## config.mk

```make
export PLATFORM = sky130hd
export DESIGN_NAME = smtp_cell
export DESIGN_NICKNAME = d
export VERILOG_FILES = /design/src/design/smtp_pkg.sv /design/src/design/smtp_cell.sv
export SDC_FILE = /design/constraint.sdc
export NUM_CORES = 1
export LEC_CHECK = 0
export BUFFER_PORTS_ARGS = -buffer_cell sky130_fd_sc_hd__buf_2
export CORE_MARGIN = 5
export CORE_UTILIZATION = 25
export CTS_CLUSTER_SIZE = 14
export DETAILED_ROUTE_END_ITERATION = 12
export PLACE_DENSITY = 0.52
export SLEW_MARGIN = 20
export SYNTH_ARGS = -nofsm -noshare
export SYNTH_HDL_FRONTEND = slang
export SYNTH_SLANG_ARGS = --single-unit
```

## constraint.sdc

```tcl
create_clock -name clk -period 8.3 [get_ports clk]
set_input_delay 1.66 -clock clk [delete_from_list [all_inputs] [get_ports clk]]
set_output_delay 1.66 -clock clk [all_outputs]
set_load 0.005 [all_outputs]
```

## src/design/smtp_pkg.sv

```systemverilog
package smtp_pkg;

  localparam int SMP_W   = 16;
  localparam int CRD_W   = 10;
  localparam int CRD_MAX = (1 << CRD_W) - 1;
  localparam int GAIN_W  = 32;
  localparam int PIX_W   = 8;
  localparam int SQ_W    = 32;               // re^2 + im^2 <= 2^31
  localparam int ROOT_W  = 24;               // magnitude, Q.8
  localparam int REM_W   = 26;               // remainder <= 2*root
  localparam int PROD_W  = ROOT_W + GAIN_W;  // magnitude * gain
  localparam int FRAC_W  = 24;               // fraction bits of the product
  localparam int REG_IDX_W = 1;

  localparam logic [REG_IDX_W-1:0] REG_GAIN = 1'b0;
  localparam logic [REG_IDX_W-1:0] REG_SWAP = 1'b1;

  localparam logic [GAIN_W-1:0] GAIN_RST = 32'h0001_0000;  // 1.0 in Q16.16
  localparam logic              SWAP_RST = 1'b1;
  localparam logic [PIX_W-1:0]  PIX_MAX  = 8'hFF;

  typedef struct packed {
    logic signed [SMP_W-1:0] sample_re;
    logic signed [SMP_W-1:0] sample_im;
    logic [CRD_W-1:0]        src_row;
    logic [CRD_W-1:0]        src_col;
  } in_item_t;

  typedef struct packed {
    logic [PIX_W-1:0] pixel;
    logic [CRD_W-1:0] dst_row;
    logic [CRD_W-1:0] dst_col;
  } out_item_t;

  typedef struct packed {
    logic [REG_IDX_W-1:0] idx;
    logic [GAIN_W-1:0]    value;
  } cfg_item_t;

  // per-stage control travelling with an item
  typedef struct packed {
    logic valid;
    logic wrap;
  } ctl_t;

  // square-root working set handed from cell to cell
  typedef struct packed {
    logic [SQ_W-1:0]   sq;
    logic [REM_W-1:0]  rem;
    logic [ROOT_W-1:0] root;
  } lane_t;

endpackage

```

## src/design/smtp_cell.sv

```systemverilog
// One root bit per cell (restoring square root) plus one conditional
// subtract on each coordinate for the modulo.
module smtp_cell #(
  parameter int          STEP  = 23,
  parameter int          SUM_W = 11,
  parameter int unsigned SUB   = 0
) (
  input  logic             clk,
  input  logic             rst_n,
  input  logic             en,
  input  smtp_pkg::ctl_t   ctl_i,
  input  smtp_pkg::lane_t  lane_i,
  input  logic [SUM_W-1:0] row_i,
  input  logic [SUM_W-1:0] col_i,
  output smtp_pkg::ctl_t   ctl_o,
  output smtp_pkg::lane_t  lane_o,
  output logic [SUM_W-1:0] row_o,
  output logic [SUM_W-1:0] col_o
);

  localparam int CUR_W = smtp_pkg::REM_W + 2;
  localparam int VAL_W = smtp_pkg::SQ_W + 16;
  localparam logic [SUM_W-1:0] SUB_N = SUM_W'(SUB);

  logic [VAL_W-1:0] v;
  logic [CUR_W-1:0] cur, trial;
  logic             ge;
  smtp_pkg::ctl_t   ctl_r;
  smtp_pkg::lane_t  lane_r, lane_nxt;
  logic [SUM_W-1:0] row_r, col_r, row_nxt, col_nxt;

  // radicand is sq << 16: eight extra root bits of fraction
  assign v     = {lane_i.sq, 16'h0000};
  assign cur   = {lane_i.rem, v[2*STEP +: 2]};
  assign trial = CUR_W'({lane_i.root, 2'b01});
  assign ge    = (cur >= trial);

  always_comb begin
    lane_nxt.sq   = lane_i.sq;
    lane_nxt.rem  = smtp_pkg::REM_W'(ge ? (cur - trial) : cur);
    lane_nxt.root = {lane_i.root[smtp_pkg::ROOT_W-2:0], ge};
    row_nxt = row_i;
    col_nxt = col_i;
    if (ctl_i.wrap && (32'(row_i) >= SUB)) row_nxt = row_i - SUB_N;
    if (ctl_i.wrap && (32'(col_i) >= SUB)) col_nxt = col_i - SUB_N;
  end

  always_ff @(posedge clk) begin
    if (!rst_n) begin
      ctl_r <= '0;
    end else if (en) begin
      ctl_r <= ctl_i;
    end
  end

  always_ff @(posedge clk) begin
    if (en) begin
      lane_r <= lane_nxt;
      row_r  <= row_nxt;
      col_r  <= col_nxt;
    end
  end

  assign ctl_o  = ctl_r;
  assign lane_o = lane_r;
  assign row_o  = row_r;
  assign col_o  = col_r;

endmodule

```

; ---- Yosys cells after proc, flatten, opt, wreduce, memory -nomap -nowiden
; Index checks and enable logic that the tools add are counted.
[totals]
regBits = 106
word_cells = 10
out_inout_bits = 106
inputBits = 109
[op_classes]
order_cmp = 1
addsub = 1
muxes = 1
[ops]
columns = cell, n
row1 = $ge 28x26->1, 1
row2 = $mux 26, 1
row3 = $sub 26x26->26, 1

; ---- Logic depth before layout (Yosys ltp)
[depth]
word_depth = 2
mapped_depth = 11
depth_no_buf = 10

; ---- Least setup slack after synthesis
; No wires, ideal clock.
[synth_timing]
path_kind = input to register
from = input lane_i[0] (netlist name)
to = register lane_r, in the netlist lane_o[32], data pin
path_buffers = 1
slack_ns = 4.379
setup_ns = 0.260
stages = 11
required_ns = 8.040
arrival_ns = 3.660
path_cell_list = inv_1 -> ha_1 -> nand2b_1 -> a211o_1 -> a21oi_2 -> o211ai_2 -> a31oi_2 -> nor2_2 -> o21ai_4 -> buf_12 -> mux2_4
[synth_rtl]
columns = item, line
row1 = from (decl), smtp_cell.sv:12  ; input smtp_pkg::lane_t lane_i,
row2 = to (signal assigned), smtp_cell.sv:58  ; lane_r <= lane_nxt;
row3 = to (decl), smtp_cell.sv:29  ; smtp_pkg::lane_t lane_r, lane_nxt;

==> metrics <==
status=complete, no violations; Yosys warning count=0; fmax=230 MHz; Max Slew Vio Count=0; crit path cell chain=buf_2 > inv_1 > ha_1 > nand2b_1 > a211o_1 > a21oi_2 > o211ai_2 > a31oi_2 > nor2_2 > o21ai_4 > buf_4 > mux2_2; clk slew on worst S/H paths=0.08 ns; CP Capture Type=flop; CTS Buf Count=9; top_reg_cell synth=edfxtp_1; synthesized area=0.00502 mm²; max-capacitance violation count=0; Psw=0.349 mW; Netlist cell types=49; Post CTS Setup Buffer Count=0; setup_tns=0 ns; Post-CTS Hold Fix Bufs=0; Post-synth ARST share=0%; Detailed Place HPWL=11.6 mm; Inst Count DP=833; commonest non-fill, non-tap cell in the layout=buf_2; FF+latch count, synth=106; GRT overflow=0; hold path start=ctl_o[0]; Arr. time, crit path=4.45 ns; net count after synthesis=491; Setup CP Type=in2reg; VDD IR max=0.0883 mV; GP Congestion=0.783; Tot GR Track Use=11.9%; Slew @ Worst Pin=0.830 ns; # rows=51; most frequent cells in the layout=buf_2, edfxtp_1, inv_1; crit start category=input port; vias in the first global route=3792; overall routed net length=14.2 mm; Setup Skew=0 ns; Multi-input gate area=0.00169 mm²; Seq pwr share=49.7%; WL/cell=16.7 µm; I/O pin cnt=215; clock sink count=106; Mapped Cells=356; H-tree depth=3; Iteration-0 DRC Markers=133; chip height=152 µm; final hold vios=0; LEAKAGE=2.98 nW; CP max-delay cell=o21ai_4; Die ar.=0.0230 mm²; layout net count=714; area post-placement=0.00639 mm²; chip width=152 µm; switch share=26.1%; CTS tree=yes; largest net degree at the start of global routing=65; min setup slack post-route=3.96 ns; Fill cells=1984; Clock Tree Root=clkbuf_16; Synth-to-Final Area Change=33.1%; Seq/Total Area, Yosys=63.0%; combinational share of power=19.3%; layout cells sized above 1=44.5%; Pwr Density=201 mW/mm²; worst path buffer plus inverter count=3; number of I/O port buffers=214; Post-synth EDFFs=104; DRT Pass-1 Iters=4; antenna violations before repair=3; Setup Viol. Count Final=0; clock power share=31.0%; crit-path max FO=16; Worst Path Required=8.41 ns; final non-filler cell total=852; total power=1.34 mW; crit path time final=4.34 ns; delay of the slowest cell on the worst path=0.43 ns; RSZ-0062 raised after global routing=false; Layout Utilization=34.1%; Hold Slack=0.530 ns; Post-CTS Resized=0; Pint=0.991 mW; Vias=3634; worst reg2reg startpoint=ctl_o[1]; Tcrit/Tclk final=52.3%; Crit. Startpoint=lane_i[0]; detailed-route DRC error count=0; clk buf depth=2; worst slack, placed=3.55 ns; core area=0.0196 mm²; Register Area=0.00316 mm²; Worst-Skew Late Latency=0.35 ns; Worst slew margin=44.6%; cell area after layout=0.00668 mm²; vias per cell=4.27; delay-heaviest family, CP=compound AO/OA/AOI/OAI gates; average cell area after synthesis=14.1 µm²; first-pass GRT wire length=20.7 mm; Initial Util=25.6%; antenna viol nets, final=0; Hold Crit Class=reg2reg
[sequential cells by signal, indices dropped and copies added (netlist names)]
signal and flops:
row_o 11, ctl_o 2, lane_o 82, col_o 11
[cells in the mapped netlist (4+ instances only)]
cell type,n,area share (%)
a211oi_1,6,0.90
a21o_1,6,0.90
a21oi_1,21,2.1
edfxtp_1,104,62
ha_1,26,6.5
inv_1,30,2.2
mux2_2,6,1.3
mux2_4,16,4.8
mux2i_1,4,0.80
nand2_1,21,1.6
nor2_1,16,1.2
nor2b_1,5,0.62
nor3_1,6,0.60
o21ai_0,15,1.5
xnor2_1,13,2.3
xor2_1,10,1.7
[worst paths after layout]
| path | to | slack, ns | depth (start not counted) |
|---|---|---|---|
| setup / recovery | lane_o[27] | 3.96 | 12 |
| hold / removal | ctl_o[0] | 0.53 | 2 |
| setup reg to reg | ctl_o[1] | 7.70 | 2 |
| hold reg to reg | ctl_o[0] | 0.53 | 2 |
[kinds of logic (layout without fill, tap and decap cells)]
group	after synthesis	after routing	share of synthesized area, %
adders and majority gates	26	26	6.48
muxes	26	26	6.93
buffers and inverters	34	262	3.24
AOI/OAI and AO/OA	72	72	9.52
DFF	106	106	63.0
and+or+nand+nor	69	69	6.81
xor gates and xnor gates	23	23	4.01
other	0	3	0
[power groups by stage]
stage / registers (mW) / logic (mW) / clock network (mW)
CTS: 0.668 / 0.266 / 0.430
global placement: 0.679 / 0.263 / 0
global route: 0.671 / 0.288 / 0.456
floorplan: 0.685 / 0.132 / 0
finish: 0.666 / 0.259 / 0.415
detailed placement: 0.679 / 0.265 / 0
[routing by layer]
metal / track usage (%) / wire [µm] / vias up
met5: 0 / 27 / -
met4: 3.05 / 138 / 4
met3: 4.97 / 1610 / 12
met2: 20.5 / 6660 / 156
met1: 13.6 / 5770 / 1691
li1: - / - / 1771
[cell type report]
class                   instances  share of cell area, %
diodes                          3                  0.112
clock buffers                  10                   3.43
clock inverters                 6                  0.787
inverters                      30                   1.69
multi-input cells             216                   25.4
flip-flops and latches        106                   47.4
well taps                     265                   4.96
repair buffers                216                   16.3
[worst register-to-register path: cells and delay by family, from the launching register on]
family / cells / cell delay, ns
muxes: 1 / 0.13
DFF: 1 / 0.32
and+or+nand+nor: 1 / 0.06
(Power assumes the default switching activity.)
