<file path="config.mk">
export PLATFORM = sky130hd
export DESIGN_NAME = smtp_scale
export DESIGN_NICKNAME = d
export VERILOG_FILES = /design/src/design/smtp_pkg.sv /design/src/design/smtp_scale.sv
export SDC_FILE = /design/constraint.sdc
export NUM_CORES = 2
export LEC_CHECK = 0
export BUFFER_PORTS_ARGS = -buffer_cell sky130_fd_sc_hd__buf_2
export CAP_MARGIN = 30
export CORE_MARGIN = 2
export CORE_UTILIZATION = 66
export CTS_CLUSTER_DIAMETER = 150
export DETAILED_ROUTE_END_ITERATION = 16
export PLACE_DENSITY_LB_ADDON = 0.08
export SYNTH_ARGS = -nofsm -noshare
export SYNTH_HDL_FRONTEND = slang
export SYNTH_SLANG_ARGS = --single-unit
</file>
<file path="constraint.sdc">
create_clock -name clk -period 9.6 [get_ports clk]
set_input_delay 1.92 -clock clk [delete_from_list [all_inputs] [get_ports clk]]
set_output_delay 1.92 -clock clk [all_outputs]
set_load 0.1 [all_outputs]
</file>
<file path="src/design/smtp_pkg.sv">
package smtp_pkg;

  localparam int SMP_W   = 16;
  localparam int CRD_W   = 10;
  localparam int CRD_MAX = (1 << CRD_W) - 1;
  localparam int GAIN_W  = 32;
  localparam int PIX_W   = 8;
  localparam int SQ_W    = 32;               // re^2 + im^2 <= 2^31
  localparam int ROOT_W  = 24;               // magnitude, Q.8
  localparam int REM_W   = 26;               // remainder <= 2*root
  localparam int PROD_W  = ROOT_W + GAIN_W;  // magnitude * gain
  localparam int FRAC_W  = 24;               // fraction bits of the product
  localparam int REG_IDX_W = 1;

  localparam logic [REG_IDX_W-1:0] REG_GAIN = 1'b0;
  localparam logic [REG_IDX_W-1:0] REG_SWAP = 1'b1;

  localparam logic [GAIN_W-1:0] GAIN_RST = 32'h0001_0000;  // 1.0 in Q16.16
  localparam logic              SWAP_RST = 1'b1;
  localparam logic [PIX_W-1:0]  PIX_MAX  = 8'hFF;

  typedef struct packed {
    logic signed [SMP_W-1:0] sample_re;
    logic signed [SMP_W-1:0] sample_im;
    logic [CRD_W-1:0]        src_row;
    logic [CRD_W-1:0]        src_col;
  } in_item_t;

  typedef struct packed {
    logic [PIX_W-1:0] pixel;
    logic [CRD_W-1:0] dst_row;
    logic [CRD_W-1:0] dst_col;
  } out_item_t;

  typedef struct packed {
    logic [REG_IDX_W-1:0] idx;
    logic [GAIN_W-1:0]    value;
  } cfg_item_t;

  // per-stage control travelling with an item
  typedef struct packed {
    logic valid;
    logic wrap;
  } ctl_t;

  // square-root working set handed from cell to cell
  typedef struct packed {
    logic [SQ_W-1:0]   sq;
    logic [REM_W-1:0]  rem;
    logic [ROOT_W-1:0] root;
  } lane_t;

endpackage

</file>
<file path="src/design/smtp_scale.sv">
module smtp_scale (
  input  logic                                clk,
  input  logic                                rst_n,
  input  logic                                en,
  input  smtp_pkg::ctl_t                      ctl_i,
  input  logic [smtp_pkg::ROOT_W-1:0]         root_i,
  input  logic [smtp_pkg::CRD_W-1:0]          row_i,
  input  logic [smtp_pkg::CRD_W-1:0]          col_i,
  input  logic [smtp_pkg::GAIN_W-1:0]         gain,
  output logic                                valid_o,
  output smtp_pkg::out_item_t                 item_o
);

  logic [smtp_pkg::PROD_W-1:0] prod_r;
  logic [smtp_pkg::CRD_W-1:0]  row_r, col_r;
  logic                        valid_r;
  logic                        sat;

  always_ff @(posedge clk) begin
    if (!rst_n) begin
      valid_r <= 1'b0;
    end else if (en) begin
      valid_r <= ctl_i.valid;
    end
  end

  always_ff @(posedge clk) begin
    if (en) begin
      prod_r <= smtp_pkg::PROD_W'(root_i) * smtp_pkg::PROD_W'(gain);
      row_r  <= row_i;
      col_r  <= col_i;
    end
  end

  // integer part above 255 saturates
  assign sat = |prod_r[smtp_pkg::PROD_W-1:smtp_pkg::FRAC_W+smtp_pkg::PIX_W];

  assign valid_o        = valid_r;
  assign item_o.pixel   = sat ? smtp_pkg::PIX_MAX
                              : prod_r[smtp_pkg::FRAC_W +: smtp_pkg::PIX_W];
  assign item_o.dst_row = row_r;
  assign item_o.dst_col = col_r;

endmodule

</file>
# Yosys cells after proc, flatten, opt, wreduce, memory -nomap -nowiden
# Index checks and enable logic that the tools add are counted.
[op_classes] n_reduce_logical=1 mul=1 muxes=1
[op_table] operator="$mul 24x32->56" n=1
[op_table] operator="$reduce_or 24->1" n=1
[op_table] operator="$mux 8" n=1
[totals] regBits=77 output_inout_bits=29 elab_cells=7 inputBits=81

# Depth between registers and ports, before layout
[depth] ltp_word=2 mapped_depth=26 mapped_depth_nobuf=24

# Least setup slack after synthesis
# OpenSTA, ideal clock, no wires.
[synth_timing] path_kind="in2reg" start="input gain[27] (netlist name)" end="register prod_r[48] (netlist name), data pin" arrival_ns=7.987 setup_time_ns=0.260 slack_ns=1.353 stages=25 required_time_ns=9.340 cell_sequence="clkbuf_1 > nand2_1 > fa_1 > inv_1 > fa_1 > inv_1 > fa_1 > inv_1 > fa_1 > fa_1 > fa_1 > inv_1 > fa_1 > inv_1 > ha_1 > buf_2 > and3_1 > and2_1 > nand3_1 > o21ai_1 > a311oi_1 > o31ai_2 > a221o_2 > a221oi_2 > xnor2_1"
[synth_between] elab_chain_cells=1
[synth_rtl] element="start, declared" line_no="smtp_scale.sv:9" text="input logic [smtp_pkg::GAIN_W-1:0] gain,"
[synth_rtl] element="$mul 24x32->56" line_no="smtp_scale.sv:29" text="prod_r <= smtp_pkg::PROD_W'(root_i) * smtp_pkg::PROD_W'(gain);"
[synth_rtl] element="end signal, assigned" line_no="smtp_scale.sv:29"
[synth_rtl] element="end, declared" line_no="smtp_scale.sv:14" text="logic [smtp_pkg::PROD_W-1:0] prod_r;"
# No other way between the ends.
# A chain may end at the register's enable or synchronous reset.

# Worst setup path in the final report
[layout_timing] start="input root_i[6] (netlist name)" end="register prod_r[48] (netlist name), data pin"
[layout_between] elab_chain_cells=1
[layout_rtl] element="start, declared" line_no="smtp_scale.sv:6" text="input logic [smtp_pkg::ROOT_W-1:0] root_i,"
[layout_rtl] element="$mul 24x32->56" line_no="smtp_scale.sv:29"
# No other way between the ends.

==> impl_metrics.tcl <==
set metrics [dict create \
    critical_path_required_ns 9.64 \
    drive_gt1_share_pct 7.11 \
    path_common_cell "fa_1" \
    wl_per_cell_microns 19.9 \
    grt_pass1_vias 20900 \
    yosysUniqueCellTypes 54 \
    ctsHoldBuffers 0 \
    min_path_type "flip-flop to flip-flop" \
    drtPass1Iterations 6 \
    synth_edf_count 52 \
    drc 0 \
    cts_htree_levels 2 \
    diodes 0 \
    fin_setup_tns_ns 0 \
    rsz0062_at_grt "false" \
    fin_crit_sh_pct 94.7 \
    track_usage_pct 34.8 \
    io_pins 110 \
    cts_setup_buffers 0 \
    hold_viol 0 \
    synth_common_cells "697 x inv_1, 657 x fa_1, 411 x nand2_1" \
    synthMostInstantiatedCell "inv_1" \
    synth_largest_area_cell "fa_1" \
    hold_path_end "valid_o$_SDFFE_PN0P_" \
    drv_slew 0 \
    critPathTopFamily "adder cells" \
    hpwl_mm 53.5 \
    route.antenna.remaining_nets 0 \
    grt_pass1_wl_mm 108 \
    numCtsBuffers 5 \
    run_status "finished clean" \
    clk_latency_ns 0.29 \
    start_util_pct 66.5 \
    critPathCaptureType "flip-flop" \
    port_buffers 108 \
    max-slew-margin-rel_pct 45.9 \
    rrSetupSlack_ns 9.01 \
    clock_skew_ns 0 \
    synth.avg_cell_area_sq_um 9.30 \
    max_freq_mhz 110 \
    syn_inst 2751 \
    synthFlopType "edfxtp_1" \
    grt_max_degree 44 \
    worst_pin_slew_ns 0.811 \
    arrival_ns 9.13 \
    grt_overflow_total 0 \
    cts_tree "built" \
    async_flop_share_pct 0 \
    cap_violations 0 \
    fp.dieW_microns 201 \
    yosysSeqAreaShare_pct 6.18 \
    crit_fanout 26 \
    cts_num_sinks 53 \
    cts-root-buf "clkbuf_16" \
    path_class "input pin to flip-flop" \
    syn-cell-area_sq_um 25600 \
    worstReg2RegStart "valid_o$_SDFFE_PN0P_" \
    critPathLaunchType "input pin" \
    reg2regPathDepth 2 \
    ys_seq_elements 53 \
    ys_top_cells_by_area "fa_1 51%, inv_1 10%, and2_1 9.3%, ha_1 8.7%, edfxtp_1 6.1%" \
    period_needed_ns 9.09 \
    coreArea_sq_um 38500 \
    cts_max_path_buffers 2 \
    cpPeakStageDelay_ns 0.62 \
    synth_warnings 0 \
    antenna_found_initial 2 \
    vias 18500 \
    num_rows 72 \
    cp_num_buf_inv 7 \
    globalplace.congestion 0.911 \
    totalWireLength_mm 66.1 \
    path_depth 25 \
    syn-num-nets 3667 \
    setup_viol 0 \
    vias_per_cell 5.59 \
    crit_slowest_cell "buf_2" \
    dr.first_iter.drc_count 1017 \
    fp.dieH_microns 201 \
    path_clk_slew_ns 0.07 \
    hold_depth 2 \
    die-area_sq_um 40300 \
    area_growth_syn_to_layout_pct 5.29 \
    synth_top_area_share_pct 51.4 \
    post_cts_resized 0 \
    nets 3712 \
    reg2reg_to "valid_o$_SDFFE_PN0P_" \
    min_from "valid_o$_SDFFE_PN0P_" \
]
[layer usage]
| layer | global-route usage, % | routed length, microns |
|---|---|---|
| met5 | 0 | 14 |
| met4 | 18.5 | 4340 |
| met3 | 4.42 | 4260 |
| met2 | 60.9 | 33500 |
| met1 | 42.2 | 24000 |
[worst max-delay path by stage]
stage	startpoint	to
2_1_floorplan	gain[27]	prod_r[48]$_DFFE_PP_
3_3_place_gp	root_i[7]	prod_r[48]$_DFFE_PP_
3_5_place_dp	root_i[6]	prod_r[48]$_DFFE_PP_
4_1_cts	root_i[6]	prod_r[48]$_DFFE_PP_
5_1_grt	root_i[9]	prod_r[48]$_DFFE_PP_
6_report	root_i[6]	prod_r[48]$_DFFE_PP_
[through the flow]
| step | hold slack (ns) | setup slack [ns] | std cells | util, % | area, sq um |
|---|---|---|---|---|---|
| after global placement | 0.493 | 0.344 | 3306 | 69.6 | 26800 |
| after floorplan | 0.981 | 1.35 | 2751 | - | 25600 |
| after CTS | 0.524 | 0.657 | 3315 | 70.0 | 26900 |
| after detailed placement | 0.509 | 0.341 | 3307 | 69.6 | 26800 |
| after global routing | 0.555 | 0.358 | 3315 | 70.0 | 26900 |
| final | 0.527 | 0.512 | 3315 | 70.0 | 26900 |
[cell families (layout without fill, tap and decap cells)]
logic type	count (synthesis)	in the layout	share of synthesized area, %
and+or+nand+nor	862	862	16.8
adders and majority gates	835	835	60.1
DFF	53	53	6.18
xor gates and xnor gates	32	32	1.10
buffers and inverters	836	882	12.3
muxes	1	1	0.0391
AOI/OAI and AO/OA	132	132	3.44
[sequential cells by signal (all words and copies together) (netlist names)]
signal,count
col_r,10
prod_r,32
row_r,10
valid_o,1
[worst register-to-register path, cell delays in order, from the launching register on]
cell and delay (ns):
dfxtp_1 0.31, mux2i_1 0.12, nor2b_1 0.06
[cells in the final DEF, fill, tap and decap left out, drive strengths merged, types with 19 or more instances in the layout]
| cell type | count |
|---|---|
| inv | 697 |
| xnor2 | 19 |
| nor2 | 20 |
| fa | 657 |
| buf | 177 |
| nand2 | 412 |
| and2 | 380 |
| o21ai | 29 |
| ha | 178 |
| a21oi | 41 |
| edfxtp | 52 |
[cell type report]
cell class / count / area [sq um]
multi-input cells: 1862 / 20900
repair buffers: 177 / 1080
clock inverters: 2 / 15.0
well taps: 518 / 648
inverters: 697 / 2620
flip-flops and latches: 53 / 1580
fillers: 3132 / 11500
clock buffers: 6 / 129
Power is left out: the tool's default activity adds up to more than one toggle a clock period on the data nets, which glitch-free logic cannot reach.
