## src/design/smtp_pkg.sv

```systemverilog
package smtp_pkg;

  localparam int SMP_W   = 16;
  localparam int CRD_W   = 10;
  localparam int CRD_MAX = (1 << CRD_W) - 1;
  localparam int GAIN_W  = 32;
  localparam int PIX_W   = 8;
  localparam int SQ_W    = 32;               // re^2 + im^2 <= 2^31
  localparam int ROOT_W  = 24;               // magnitude, Q.8
  localparam int REM_W   = 26;               // remainder <= 2*root
  localparam int PROD_W  = ROOT_W + GAIN_W;  // magnitude * gain
  localparam int FRAC_W  = 24;               // fraction bits of the product
  localparam int REG_IDX_W = 1;

  localparam logic [REG_IDX_W-1:0] REG_GAIN = 1'b0;
  localparam logic [REG_IDX_W-1:0] REG_SWAP = 1'b1;

  localparam logic [GAIN_W-1:0] GAIN_RST = 32'h0001_0000;  // 1.0 in Q16.16
  localparam logic              SWAP_RST = 1'b1;
  localparam logic [PIX_W-1:0]  PIX_MAX  = 8'hFF;

  typedef struct packed {
    logic signed [SMP_W-1:0] sample_re;
    logic signed [SMP_W-1:0] sample_im;
    logic [CRD_W-1:0]        src_row;
    logic [CRD_W-1:0]        src_col;
  } in_item_t;

  typedef struct packed {
    logic [PIX_W-1:0] pixel;
    logic [CRD_W-1:0] dst_row;
    logic [CRD_W-1:0] dst_col;
  } out_item_t;

  typedef struct packed {
    logic [REG_IDX_W-1:0] idx;
    logic [GAIN_W-1:0]    value;
  } cfg_item_t;

  // per-stage control travelling with an item
  typedef struct packed {
    logic valid;
    logic wrap;
  } ctl_t;

  // square-root working set handed from cell to cell
  typedef struct packed {
    logic [SQ_W-1:0]   sq;
    logic [REM_W-1:0]  rem;
    logic [ROOT_W-1:0] root;
  } lane_t;

endpackage

```

## src/design/smtp_front.sv

```systemverilog
module smtp_front #(
  parameter int DIM   = 1024,
  parameter int SUM_W = 11
) (
  input  logic                clk,
  input  logic                rst_n,
  input  logic                en,
  input  logic                in_valid,
  input  smtp_pkg::in_item_t  in_item,
  input  logic                swap,
  output smtp_pkg::ctl_t      ctl_o,
  output smtp_pkg::lane_t     lane_o,
  output logic [SUM_W-1:0]    row_o,
  output logic [SUM_W-1:0]    col_o
);

  localparam logic [SUM_W-1:0] HALF_N = SUM_W'(DIM / 2);

  logic signed [2*smtp_pkg::SMP_W-1:0] re_sq, im_sq;
  logic [smtp_pkg::SQ_W-2:0] re_sq_r, im_sq_r;
  logic [SUM_W-1:0] row_a_r, col_a_r, row_a_nxt, col_a_nxt;
  smtp_pkg::ctl_t ctl_a_r, ctl_b_r;
  smtp_pkg::lane_t lane_b_r;
  logic [SUM_W-1:0] row_b_r, col_b_r;

  assign re_sq = in_item.sample_re * in_item.sample_re;
  assign im_sq = in_item.sample_im * in_item.sample_im;
  assign row_a_nxt = SUM_W'(in_item.src_row) + (swap ? HALF_N : '0);
  assign col_a_nxt = SUM_W'(in_item.src_col) + (swap ? HALF_N : '0);

  always_ff @(posedge clk) begin
    if (!rst_n) begin
      ctl_a_r <= '0;
      ctl_b_r <= '0;
    end else if (en) begin
      ctl_a_r <= '{valid: in_valid, wrap: swap};
      ctl_b_r <= ctl_a_r;
    end
  end

  always_ff @(posedge clk) begin
    if (en) begin
      re_sq_r       <= (smtp_pkg::SQ_W-1)'(re_sq);
      im_sq_r       <= (smtp_pkg::SQ_W-1)'(im_sq);
      row_a_r       <= row_a_nxt;
      col_a_r       <= col_a_nxt;
      lane_b_r.sq   <= smtp_pkg::SQ_W'(re_sq_r) + smtp_pkg::SQ_W'(im_sq_r);
      lane_b_r.rem  <= '0;
      lane_b_r.root <= '0;
      row_b_r       <= row_a_r;
      col_b_r       <= col_a_r;
    end
  end

  assign ctl_o  = ctl_b_r;
  assign lane_o = lane_b_r;
  assign row_o  = row_b_r;
  assign col_o  = col_b_r;

endmodule

```

## config.mk

```make
export PLATFORM = sky130hd
export DESIGN_NAME = smtp_front
export DESIGN_NICKNAME = d
export VERILOG_FILES = /design/src/design/smtp_pkg.sv /design/src/design/smtp_front.sv
export SDC_FILE = /design/constraint.sdc
export NUM_CORES = 1
export LEC_CHECK = 0
export ABC_AREA = 1
export BUFFER_PORTS_ARGS = -buffer_cell sky130_fd_sc_hd__clkbuf_2
export CORE_MARGIN = 2
export CORE_UTILIZATION = 69
export DETAILED_ROUTE_END_ITERATION = 10
export GPL_ROUTABILITY_DRIVEN = 0
export HOLD_SLACK_MARGIN = 0.12
export PLACE_DENSITY = 0.89
export REMOVE_ABC_BUFFERS = 1
export SYNTH_ARGS = -nofsm -noshare
export SYNTH_HDL_FRONTEND = slang
export SYNTH_SLANG_ARGS = --single-unit
export TNS_END_PERCENT = 100
```

## constraint.sdc

```tcl
create_clock -name clk -period 12.9 [get_ports clk]
set_input_delay 0 -clock clk [delete_from_list [all_inputs] [get_ports clk]]
set_output_delay 0 -clock clk [all_outputs]
set_load 0.02 [all_outputs]
```

Word level (Yosys, flattened, before mapping) --
Index checks and enable logic that the tools add are counted.
Word-level totals: bits in registers 142, bits of input ports 57, word-level logic and storage cells 17
Operators by class: add/subtract/negate cells 3, $mul 2, multiplexer cells 1
Operators by type and width (count):
- $mul 16x16->31 | 2
- $add 31x31->32 | 1
- $add 10x10->11 | 1
- $add 10x11->11 | 1
- $mux 10 | 1

Depth between registers and ports, before layout --
Gate-level depths: netlist of run 1.
depth after elaboration 2, depth in mapped cells 28

Least setup slack after synthesis of run 1 --
No wires, ideal clock.
path kind input to register, start point input in_item[21] (netlist name), end point register im_sq_r[30] (netlist name), data pin, data arrival time 5.062 ns, path slack 7.586 ns, cell stages on the path 24, path buffers 2, path through clkbuf_1 clkbuf_1 nand2_1 inv_1 fa_1 inv_1 fa_1 inv_1 fa_1 inv_1 fa_1 inv_1 fa_1 fa_1 ha_1 nand2_1 nor2_1 nand3_1 nor3_1 nand2_1 inv_1 nor2_1 nand2_1 nand2_1
On the way: word-level cells in the longest chain between the ends 1
Ends and longest elaborated chain:
- from (decl) | line smtp_front.sv:9 | input smtp_pkg::in_item_t in_item,
- $mul 16x16->31 | line smtp_front.sv:27 | assign im_sq = in_item.sample_im * in_item.sample_im;
- named net im_sq, one bit | line smtp_front.sv:19 | logic signed [2*smtp_pkg::SMP_W-1:0] re_sq, im_sq;
- to (signal assigned) | line smtp_front.sv:44 | im_sq_r <= (smtp_pkg::SQ_W-1)'(im_sq);
- to (decl) | line smtp_front.sv:20 | logic [smtp_pkg::SQ_W-2:0] re_sq_r, im_sq_r;
The timed path passes the listed nets, and every way through them passes these cells. A chain may end at the register's enable or synchronous reset.

Final worst setup path of run 1 --
start point input in_item[51] (netlist name), end point register re_sq_r[25] (netlist name), data pin
On the way: word-level cells in the longest chain between the ends 1
Ends and longest elaborated chain:
- $mul 16x16->31 | line smtp_front.sv:26 | assign re_sq = in_item.sample_re * in_item.sample_re;
- named net re_sq, one bit | line smtp_front.sv:19
- to (signal assigned) | line smtp_front.sv:43 | re_sq_r <= (smtp_pkg::SQ_W-1)'(re_sq);
- to (decl) | line smtp_front.sv:20
The timed path passes the listed nets, and every way through them passes these cells.

==> impl_metrics.env, run 1 <==
export IMPL_drtAntennaViolNets=0
export IMPL_grt_max_degree=79
export IMPL_drive_gt1_share_pct=6.629
export IMPL_syn_cell_area_um2=25790
export IMPL_rows=70
export IMPL_timing_final_crit_share_pct=43.39
export IMPL_hold_buffers=26
export IMPL_cp_slowest_cell="fa_1"
export IMPL_yosysSeqAreaShare_pct=16.15
export IMPL_startpoint="in_item[51]"
export IMPL_cts_setup_buffers=0
export IMPL_cts_tree="done"
export IMPL_yosysWarnings=0
export IMPL_htreeDepth=4
export IMPL_cp_endpoint="re_sq_r[25]"
export IMPL_wirelength_um=60350
export IMPL_antenna_found_initial=1
export IMPL_end_kind="flop"
export IMPL_cap_viol_max_count=0
export IMPL_crit_type="primary input to flop"
export IMPL_wire_per_inst_um=16.40
export IMPL_dp_hpwl_um=50130
export IMPL_vias=20250
export IMPL_tightest_slew_ns=0.7923
export IMPL_antenna_cells=0
export IMPL_worstSkewPairLatency_ns=0.43
export IMPL_die_w_um=197.3
export IMPL_syn_area_per_cell_um2=8.298
export IMPL_numCtsBuffers=17
export IMPL_crit_path_frequent_cell="fa_1"
export IMPL_cp_arrival_ns=5.77
export IMPL_drtPass1Iterations=7
export IMPL_path_cells="clkbuf_2, nand2_1, fa_1, inv_1, fa_1, inv_1, fa_1, fa_1, inv_1, fa_1, fa_1, ha_1, nand2_1, nor2_1, nand2_1, inv_1, nand4_1, nand4_1, nand2_1"
export IMPL_grt_pass1_vias=21740
export IMPL_grt_usage_pct=32.71
export IMPL_final_hold_viol_count=0
export IMPL_critical_path_top_delay_family="adder cells"
export IMPL_grt_overflow_total=0
export IMPL_rrSetupSlack_ns=10.70
export IMPL_clock_skew_ns=0.008816
export IMPL_slew_viol_final=0
export IMPL_numClockSinks=140
export IMPL_nets=3919
export IMPL_synth_seq_cells=140
export IMPL_max_stage_delay_ns=0.67
export IMPL_portBuffers=112
export IMPL_async_reset_ff_share_pct=0
export IMPL_min_path_type="primary input to flop"
export IMPL_drtIter0Drc=1757
export IMPL_r2r_start="re_sq_r[20]"
export IMPL_period_needed_ns=5.598
export IMPL_setup_viol=0
export IMPL_final_util_pct=74.59
export IMPL_cts_root_buf="clkbuf_16"
export IMPL_worst_hold_slack_ns=0.1465
export IMPL_r2r_end="lane_o[81]"
export IMPL_hp_start="in_item[20]"
export IMPL_worstSetupPathDepth=19
export IMPL_slew_headroom_pct=47.18
export IMPL_vias_per_cell=5.500
export IMPL_dieArea_um2=38940
export IMPL_core_um2=36700
export IMPL_clkTransAtPathRegs_ns=0.06
export IMPL_timing_fmax_mhz=178.6
export IMPL_critPathMaxFanout=24
export IMPL_grt_pass1_wl_um=100600
export IMPL_io_pins=163
export IMPL_ys_flop_type="edfxtp_1"
export IMPL_syn_inst=3108
export IMPL_cts_max_path_buffers=2
export IMPL_die_h_um=197.3
export IMPL_drc=0
export IMPL_synth_edf_count=136
export IMPL_ctsResizeCount=0
export IMPL_start_util_pct=70.28
export IMPL_cp_start_kind="primary input"
export IMPL_r2r_cells=8
export IMPL_crit_required_ns=13.07
export IMPL_ys_types=40
export IMPL_area_growth_syn_to_layout_pct=6.127
export IMPL_critPathBufInv=5
export IMPL_rsz0062_at_grt="false"
export IMPL_outcome="finished, final reports clean"
export IMPL_tns_ns=0
[routing by layer]
layer  part of all wire (%)  track usage, %  routed length [um]  up-vias
li1                       -               -                   -     9140
met1                     36           39.60               21910     9776
met2                     51           58.23               30730     1090
met3                    8.8           5.754                5329      239
met4                    3.9           13.00                2367        2
met5                  0.018               0                  11        -
[worst register-to-register path, stage by stage (launching register included)]
cell,delay (ns)
edfxtp_1,0.40
ha_1,0.44
a21oi_1,0.29
o21a_1,0.17
nand2_1,0.10
a21oi_1,0.26
nand2_1,0.14
nand2_1,0.09
nand2_1,0.06
[worst min-delay path by stage]
stage                 end  slack, ns  cells after the start
2_1_floorplan  col_a_r[0]        0.1                      0
3_3_place_gp   col_a_r[4]       0.18                      1
3_5_place_dp   col_a_r[8]       0.18                      1
4_1_cts        im_sq_r[0]       0.13                      1
5_1_grt        im_sq_r[0]       0.14                      1
6_report       im_sq_r[0]       0.15                      1
[layout make-up]
type                            instances  area, um2
Clock buffer                           19      442.9
Clock inverter                         13      153.9
Fill cell                            2431       9326
Inverter                              944       3543
Multi-Input combinational cell       1958      17650
Sequential cell                       140       4164
Tap cell                              468      585.6
Timing Repair Buffer                  139      834.6
[cells in the mapped netlist, drive strengths merged, types with 2 or more instances]
cell / n / area, um2
a21boi: 2 / 15.01
inv: 943 / 3540
or2: 4 / 25.02
edfxtp: 136 / 4084
buf: 53 / 387.9
ha: 203 / 2540
xnor2: 4 / 35.03
a31o: 3 / 26.28
o21bai: 16 / 127.6
nand3: 88 / 490.5
nand4: 38 / 237.7
o21ai: 36 / 180.2
nor2: 144 / 605.6
a21o: 2 / 15.01
nor3: 19 / 115.1
and2: 3 / 18.77
clkbuf: 62 / 232.7
nand2: 745 / 2854
nand3b: 3 / 22.52
xor2: 63 / 551.8
dfxtp: 4 / 80.08
fa: 459 / 9189
o21a: 3 / 22.52
a21oi: 72 / 375.4
[placed cells by master (no fill, tap or decap), types with 3 or more instances in the layout]
cell,synthesis,layout
a21oi_1,68,68
a21oi_2,4,4
clkbuf_16,0,17
clkbuf_2,0,111
clkinv_4,0,3
conb_1,1,50
dfxtp_1,4,4
dlygate4sd3_1,0,26
edfxtp_1,136,136
fa_1,459,459
ha_1,203,203
inv_1,940,940
inv_2,3,3
inv_6,0,5
nand2_1,722,722
nand2_2,23,23
nand3_1,78,78
nand3_2,10,10
nand3b_1,3,3
nand4_1,38,38
nor2_1,128,128
nor2_2,11,11
nor2_4,5,5
nor3_1,15,15
nor3_2,4,4
o21a_1,3,3
o21ai_0,29,29
o21ai_1,7,7
o21bai_1,14,14
or2_2,4,4
xnor2_1,4,4
xor2_1,63,63
[through the flow]
step | setup slack (ns) | cells | instance area, um2
2_1_floorplan | 7.980 | 3042 | 25350
3_3_place_gp | 7.317 | 3623 | 26510
3_5_place_dp | 6.935 | 3623 | 26510
4_1_cts | 7.366 | 3681 | 27370
5_1_grt | 7.058 | 3681 | 27370
6_report | 7.302 | 3681 | 27370
[registers in the layout (all words and copies together) (netlist names)]
signal   count
col_o       11
ctl_o        2
re_sq_r     30
row_o       11
ctl_a_r      2
im_sq_r     30
row_a_r     11
lane_o      32
col_a_r     11
[cells by family after synthesis]
group                    count (synthesis)  synth area share [%]
buffers and inverters                 1059                 16.15
AND/OR/NAND/NOR                       1045                 16.99
adder cells (fa/ha/maj)                662                 45.48
flip-flops                             140                 16.15
AO/OA/AOI/OAI                          134                 2.954
XOR/XNOR                                67                 2.275
other                                    1               0.01454
Power of run 1 is left out: the tool's default activity adds up to more than one toggle a clock period on the data nets, which glitch-free logic cannot reach.
==> run 2: changes to the inputs <==
- ABC_AREA: 1 -> 0
- CORE_UTILIZATION: 69 -> 58
- PLACE_DENSITY: 0.89 -> 0.8
- clock period: 12.9 -> 5.1 ns (I/O delays scaled with it)
==> run 2 against run 1 <==
The run now ends with negative setup slack left. Via count shrank 7.9%. Design area grew 7.8%. Sequential cell count is the same.
==> impl_metrics.env, run 2 <==
export IMPL_outcome="complete, but fails checks"
export IMPL_violations="negative setup slack"
export IMPL_syn_area_per_cell_um2=10.09
export IMPL_clkTransAtPathRegs_ns=0.06
export IMPL_timing_fmax_mhz=177.2
export IMPL_critPathMaxFanout=3
export IMPL_timing_final_crit_share_pct=110.6
export IMPL_yosysSeqAreaShare_pct=17.77
export IMPL_cts_root_buf="clkbuf_16"
export IMPL_final_common_cell="inv_1"
export IMPL_numCtsBuffers=17
export IMPL_antenna_cells=0
export IMPL_synth_common_cells="inv_1 (660), fa_1 (459), ha_1 (203)"
export IMPL_cp_arrival_ns=5.89
export IMPL_drtPass1Iterations=6
export IMPL_ff_latch_area_um2=4164
export IMPL_multi_input_area_um2=17430
export IMPL_yosysWarnings=0
export IMPL_ys_types=77
export IMPL_tightest_slew_ns=0.8529
export IMPL_dieArea_um2=42020
export IMPL_cap_viol_max_count=0
export IMPL_clock_skew_ns=0.01077
export IMPL_gr_usage_met2_pct=52.82
export IMPL_htreeDepth=4
export IMPL_grt_pass1_vias=20370
export IMPL_cp_slowest_cell="fa_1"
export IMPL_drtIter0Drc=1538
export IMPL_post_place_cells=3239
export IMPL_syn_cell_area_um2=23430
export IMPL_postLayoutCellArea_um2=29520
export IMPL_ys_flop_type="edfxtp_1"
export IMPL_numClockSinks=140
export IMPL_synth_top_area_share_pct=39.22
export IMPL_worstSkewPairLatency_ns=0.43
export IMPL_largest_reg_flops=32
export IMPL_die_w_um=205.0
export IMPL_hp_start="en"
export IMPL_synth_area_leaders="fa_1 (39%), edfxtp_1 (17%), ha_1 (11%), inv_1 (11%), xnor2_1 (2.9%)"
export IMPL_path_cells="buf_8, clkinvlp_4, nor2_4, fa_1, inv_1, fa_1, fa_1, inv_1, fa_2, fa_1, inv_1, fa_1, inv_2, ha_4, a211o_1, a21oi_2, o21ai_2, a31oi_4, a211o_1, a41o_1, or4b_4, o311ai_2"
export IMPL_vias=18660
export IMPL_grt_overflow_total=0
export IMPL_slew_viol_final=0
export IMPL_synth_edf_count=136
export IMPL_yosysTopAreaCell="fa_1"
export IMPL_nets=3525
export IMPL_synth_seq_cells=140
export IMPL_grt_most_used_layer="met2"
export IMPL_grt_pass1_wl_um=95220
export IMPL_area_growth_syn_to_layout_pct=26.00
export IMPL_final_instance_count_excl_fill=3344
export IMPL_drive_gt1_share_pct=27.92
export IMPL_end_kind="flop"
export IMPL_portBuffers=112
export IMPL_slew_headroom_pct=43.14
export IMPL_rows=73
export IMPL_cts_tree="done"
export IMPL_layout_common_cells="inv_1 (605), fa_1 (430), buf_4 (342)"
export IMPL_final_util_pct=74.13
export IMPL_dp_hpwl_um=45140
export IMPL_async_reset_ff_share_pct=0
export IMPL_use_met3_pct=4.582
export IMPL_wire_per_inst_um=19.82
export IMPL_pre_cts_ws_ns=-0.7362
export IMPL_drtAntennaViolNets=0
export IMPL_vias_per_cell=5.579
export IMPL_antenna_found_initial=0
export IMPL_die_h_um=205.0
export IMPL_syn_inst=2322
export IMPL_core_um2=39820
export IMPL_r2r_start="re_sq_r[3]"
export IMPL_min_path_type="primary input to flop"
export IMPL_grt_usage_pct=28.93
export IMPL_fin_ws_ns=-0.5424
export IMPL_startpoint="in_item[50]"
export IMPL_setup_viol=18
export IMPL_crit_required_ns=5.35
export IMPL_gr_usage_met1_pct=33.49
export IMPL_drc=0
export IMPL_final_hold_viol_count=0
export IMPL_period_needed_ns=5.642
export IMPL_grt_max_degree=90
export IMPL_rsz0062_at_grt="true"
export IMPL_crit_type="primary input to flop"
export IMPL_cts_max_path_buffers=2
export IMPL_num_fill_cells=2330
export IMPL_max_stage_delay_ns=0.64
export IMPL_wirelength_um=66280
export IMPL_start_util_pct=58.83
export IMPL_io_pins=163
export IMPL_placed_area_um2=26750
export IMPL_cp_start_kind="primary input"
export IMPL_synth_most_common_cell="inv_1"
export IMPL_crit_path_frequent_cell="fa_1"
[run 2: cell count changes after synthesis, moves of 13 or more]
cell      delta
clkbuf_1    -17
nor2b_1     +15
nand2_2     -23
nand2b_1    +13
a21o_1      +26
xnor2_1     +74
inv_1      -280
nand3_1     -62
nand2_1    -564
and2_1      +66
a21oi_1     -13
nand4_1     -31
xor2_1      -40
[run 2: worst paths after layout]
| kind | end | slack (ns) | cells after the start |
|---|---|---|---|
| setup reg to reg | lane_o[71] | 1.83 | 9 |
| hold / removal | col_o[1] | 0.12 | 1 |
| setup / recovery | re_sq_r[29] | -0.54 | 22 |
| hold reg to reg | col_o[2] | 0.42 | 0 |
[run 2: cells by family after synthesis]
kind of cell,synth area share (%)
flops,17.77
buf+inv,13.10
simple gates,8.615
other cells,0.01601
mux,0.3098
xor+xnor,3.776
fa+ha+maj,50.06
compound gates,6.345
[run 2: through the flow]
step | hold WS [ns] | TNS [ns]
after global placement | 0.1784 | -11.88
after floorplan | 0.09887 | -2.635
after global routing | 0.1498 | -7.189
after detailed placement | 0.1791 | -15.16
final | 0.1223 | -3.808
after CTS | 0.1410 | -0.1209
[run 2: critical path: cells and delay by family]
family	cells	cell delay [ns]
fa+ha+maj	7	3.24
compound gates	7	1.36
simple gates	2	0.67
buf+inv	6	0.61
[run 2: area by class of cell]
type / instances / area share [%]
clock inverters: 13 / 0.5298
multi-input cells: 1469 / 59.04
flip-flops and latches: 140 / 14.11
clock buffers: 19 / 1.500
well taps: 525 / 2.225
inverters: 664 / 8.592
repair buffers: 514 / 14.00
[run 2: timing repair]
item	in CTS	in global routing
hold endpoints to repair	28	0
resized for setup	218	185
setup endpoints to repair	20	25
pin swaps	87	113
hold buffers	28	0
buffers inserted	26	22
cloned	1	0
[run 2: routing by layer]
layer,wire [um],up-vias,share of wire (%)
li1,-,7908,-
met2,34280,1048,52
met3,4863,412,7.3
met5,0,-,0
met1,22470,9288,34
met4,4662,0,7.0
Power of run 2 is left out for the same reason.
